--- src/ght_ram.sv ---
`default_nettype none
module ght_ram #(
    parameter int WIDTH = 8,
    parameter int DEPTH = 16
) (
    input  wire logic                     i_clk,
    input  wire logic                     i_we,
    input  wire logic [$clog2(DEPTH)-1:0] i_waddr,
    input  wire logic [WIDTH-1:0]         i_wdata,
    input  wire logic [$clog2(DEPTH)-1:0] i_raddr,
    output logic      [WIDTH-1:0]         o_rdata
);

    logic [WIDTH-1:0] r_mem [DEPTH];

    always_ff @(posedge i_clk) begin
        if (i_we) begin
            r_mem[i_waddr] <= i_wdata;
        end
        o_rdata <= r_mem[i_raddr];
    end

endmodule
`default_nettype wire

--- config.mk ---
export PLATFORM = sky130hd
export DESIGN_NAME = ght_ram
export DESIGN_NICKNAME = d
export VERILOG_FILES = /design/src/ght_ram.sv
export SDC_FILE = /design/constraint.sdc
export NUM_CORES = 1
export LEC_CHECK = 0
export BUFFER_PORTS_ARGS = -buffer_cell sky130_fd_sc_hd__buf_2
export CAP_MARGIN = 25
export CORE_AREA = 2 2 153 155
export DETAILED_ROUTE_END_ITERATION = 10
export DIE_AREA = 0 0 155 157
export PLACE_DENSITY = 0.36
export SYNTH_ARGS = -nofsm -noshare
export SYNTH_HDL_FRONTEND = slang
export SYNTH_SLANG_ARGS = --single-unit
--- constraint.sdc ---
create_clock -name i_clk -period 4.69 [get_ports i_clk]
set_input_delay 0.469 -clock i_clk [delete_from_list [all_inputs] [get_ports i_clk]]
set_output_delay 0.469 -clock i_clk [all_outputs]
set_load 0.02 [all_outputs]
== Word level (Yosys, flattened, before mapping) ==
Memories as Yosys holds them, arrays and structs flattened. A register that Yosys moved wholly into a read port is not among the register bits.
Index checks and enable logic that the tools add are counted.

* Bits in registers: 0
* Memory bits (writable): 128
* Output and inout bits: 8
* Word-level logic and storage cells: 3
* Memories: 1

* Muxes and demuxes: 2

{| class="wikitable"
|+ Memory list
! memory !! words !! width !! read ports !! clocked after Yosys merged registers in !! write ports !! RTL line !! RTL
|-
| r_mem || 16 || 8 || 1 || 1 || 1 || 14 || <nowiki>logic [WIDTH-1:0] r_mem [DEPTH];</nowiki>
|}

{| class="wikitable"
|+ Operators with widths
! kind !! count
|-
| 2-to-1 mux 1 bit || 2
|}

== Logic depth before layout (Yosys ltp) ==
* Depth in word-level cells: 2
* Mapped depth: 5
* Mapped depth without buffers: 3

== Worst setup path after synthesis ==
Ideal clock, no wire load.

* Path kind: input port to flip-flop
* From: input port i_waddr[2]
* To: memory r_mem[0][0], enable pin
* Data arrival time: 1,579 ps
* Setup slack: 2,728 ps
* Stages: 2
* Buffers on the path: 0
* Path through: or3b_2 -> nor3_1

{| class="wikitable"
|+ RTL lines
! element !! RTL line !! RTL
|-
| from (decl) || 8 || <nowiki>input wire logic [$clog2(DEPTH)-1:0] i_waddr,</nowiki>
|-
| to (decl) || 14 ||
|}

No word-level cell before the write port.

==> impl_metrics.toml <==
[timing]
timing.slew.headroom_pct = 38.37
hold_viol_final = 0
holdWs_ps = 441.9
worst_pin_slew_ps = 921.0
max_freq_ghz = 0.4955
final.setup_skew_ps = 7.092
slew_violations = 0
rsz0062_at_grt = "no"
setup_violations = 0
period_minus_slack_ps = 2018
timing.final.crit_share_pct = 43.03
setup_tns_ps = 0

[clock_network]
cts-root-buf = "clkbuf_16"
postCtsResizedCells = 0
cts_tree = "built"
cts_made_buffers = 17
clk-insertion-delay-late_ps = 420
clk_pin_slew_ps = 60
post_cts_buffers = 0
clockBufferDepth = 2
numClockSinks = 136
hold_buffers = 0
htreeDepth = 4

[synthesis]
synth-xor-area-share_pct = 0
syn_nets = 247
synth_compound_area_share_pct = 2.333
yosysWarnings = 0
netlist_area_um2 = 5147
yosysSeqAreaShare_pct = 77.78
synth.avg_cell_area_um2 = 22.48
synth_seq_cells = 136
synth_top_family_by_area = "multiplexers"
syn_inst = 229
yosysUniqueCellTypes = 19
synthMuxAreaShare_pct = 15.02
synth_fa_ha_area_share_pct = 0
synth-simple-area-share_pct = 3.184

[placement]
gp_congestion = 0.6583
portBuffers = 25
post-dp-hpwl_um = 7581
dpl-instance-area_um2 = 5622

[flow_run]
maxCapViolCount = 0

[drt]
viasPerCell = 4.142
drtPass1Iterations = 4
wl_per_cell_um = 20.12
drt_iter0_drc = 125
vias = 2369
drc = 0
routed_wl_um = 11510
antenna_left = 0

[worst_setup_path]
cp.buffers_inverters = 2
worstSetupEndpointType = "register"
r2r_slack_ps = 3310
worstPathMaxFanout = 19
arrival_ps = 2320
crit_slowest_cell = "mux4_1"
crit_required_ps = 4990
path_delay_family = "buffers and inverters"
crit_chain = "buf_2, buf_4, mux4_1, a22oi_1, nand2_1"
startpoint_type = "primary input"
path_class = "primary input to register"
slowest_delay_ps = 600

[finish]
final_util_pct = 27.74
nNetsFinal = 292
area_delta_synth_final_pct = 21.27
layout-drive-gt1-share_pct = 29.62
fillerInstances = 2183
stdcell_area_um2 = 6242
diodes = 0

[run_status]
status = "completed"

[die]
start_util_pct = 22.87
core_region_area_um2 = 22500
rows = 55
die_w_um = 155
die_height_um = 157
ioPinCount = 26
die-area_um2 = 24340

[power_and_ir_drop]
leakagePower_uw = 0.002035
pwr_density_cell_nw_per_um2 = 456.4
vdd_drop_max_mv = 0.2498
power.total_uw = 2849

[global_route]
antenna_found_initial = 1
gr-total-overflow = 0
grt_pass1_wl_um = 16970
grt_pass1_vias = 2541
groute.usage.overall_pct = 10.10
grt_start_max_net_pins = 33

[min_path]
hold_path_class = "primary input to register"
## cells in the final DEF, fill, tap and decap left out, drive strengths merged
cell	Yosys	routed
clkbuf	0	18
bufinv	0	3
nand2	9	9
nand3b	2	2
buf	7	36
dfxtp	8	8
clkinvlp	0	4
and2	1	1
clkinv	0	6
nand3	1	1
nor2	13	13
nor2b	1	1
or3b	1	1
inv	0	1
edfxtp	128	128
nor3	4	4
nand2b	2	2
and2b	1	1
mux4	32	32
a22oi	16	16
## stage by stage
step / setup slack [ps] / instances
after floorplan: 2728 / 229
after CTS: 2576 / 570
after global routing: 2499 / 572
after detailed placement: 2122 / 538
final: 2672 / 572
after global placement: 2139 / 534
## cell usage after synthesis
cell / n / area [um^2]
and2b_1: 1 / 7.510
or3b_2: 1 / 8.760
dfxtp_1: 8 / 160.2
nand3b_1: 2 / 15.01
and2_1: 1 / 6.260
nand3_1: 1 / 5.000
nor2b_1: 1 / 6.260
buf_2: 3 / 15.01
nand2_1: 9 / 33.78
buf_4: 1 / 7.510
nor2_1: 13 / 48.80
mux4_2: 18 / 405.4
mux4_1: 14 / 367.9
nand2b_1: 2 / 12.51
a22oi_1: 16 / 120.1
clkdlybuf4s25_2: 3 / 30.03
edfxtp_1: 128 / 3844
buf_6: 3 / 33.78
nor3_1: 4 / 20.02
## area by class of cell
cell class,instances,area [um^2],area share [%]
clock buffers,18,429.2,6.875
clock inverters,14,176.4,2.826
multi-input cells,83,1057,16.94
flip-flops and latches,136,4004,64.14
well taps,285,356.6,5.713
repair buffers,36,219.0,3.508
## layer usage
metal	wire length, um	up-vias	share of wire [%]	track usage [%]
met5	13	-	0.11	0
met4	157	2	1.4	4.101
met3	449	14	3.9	3.111
met2	5421	42	47	15.75
met1	5466	1242	47	13.15
li1	-	1069	-	-
## registers in the layout (all words and copies together) (netlist names)
register / count
r_mem: 128
o_rdata: 8
## cell families after synthesis
logic type             Yosys count
flip-flops                     136
buffers and inverters           10
multiplexers                    32
AND/OR/NAND/NOR                 35
AO/OA/AOI/OAI                   16
## where the power goes
group / internal [uW] / leakage [uW] / switching [uW]
logic: 50.9 / 0.000531 / 82.5
clock network: 838 / 0.000280 / 510
registers: 1360 / 0.00122 / 8.62
## final timing paths
path	end	startpoint	cells after the start
setup / recovery	o_rdata[5]$_DFF_P_	i_raddr[0]	5
hold / removal	r_mem[13][0]$_DFFE_PP_	i_wdata[0]	1
setup reg to reg	o_rdata[7]$_DFF_P_	r_mem[8][7]$_DFFE_PP_	3
hold reg to reg	o_rdata[4]$_DFF_P_	r_mem[7][4]$_DFFE_PP_	3
Power figures use the tool's default switching activity.
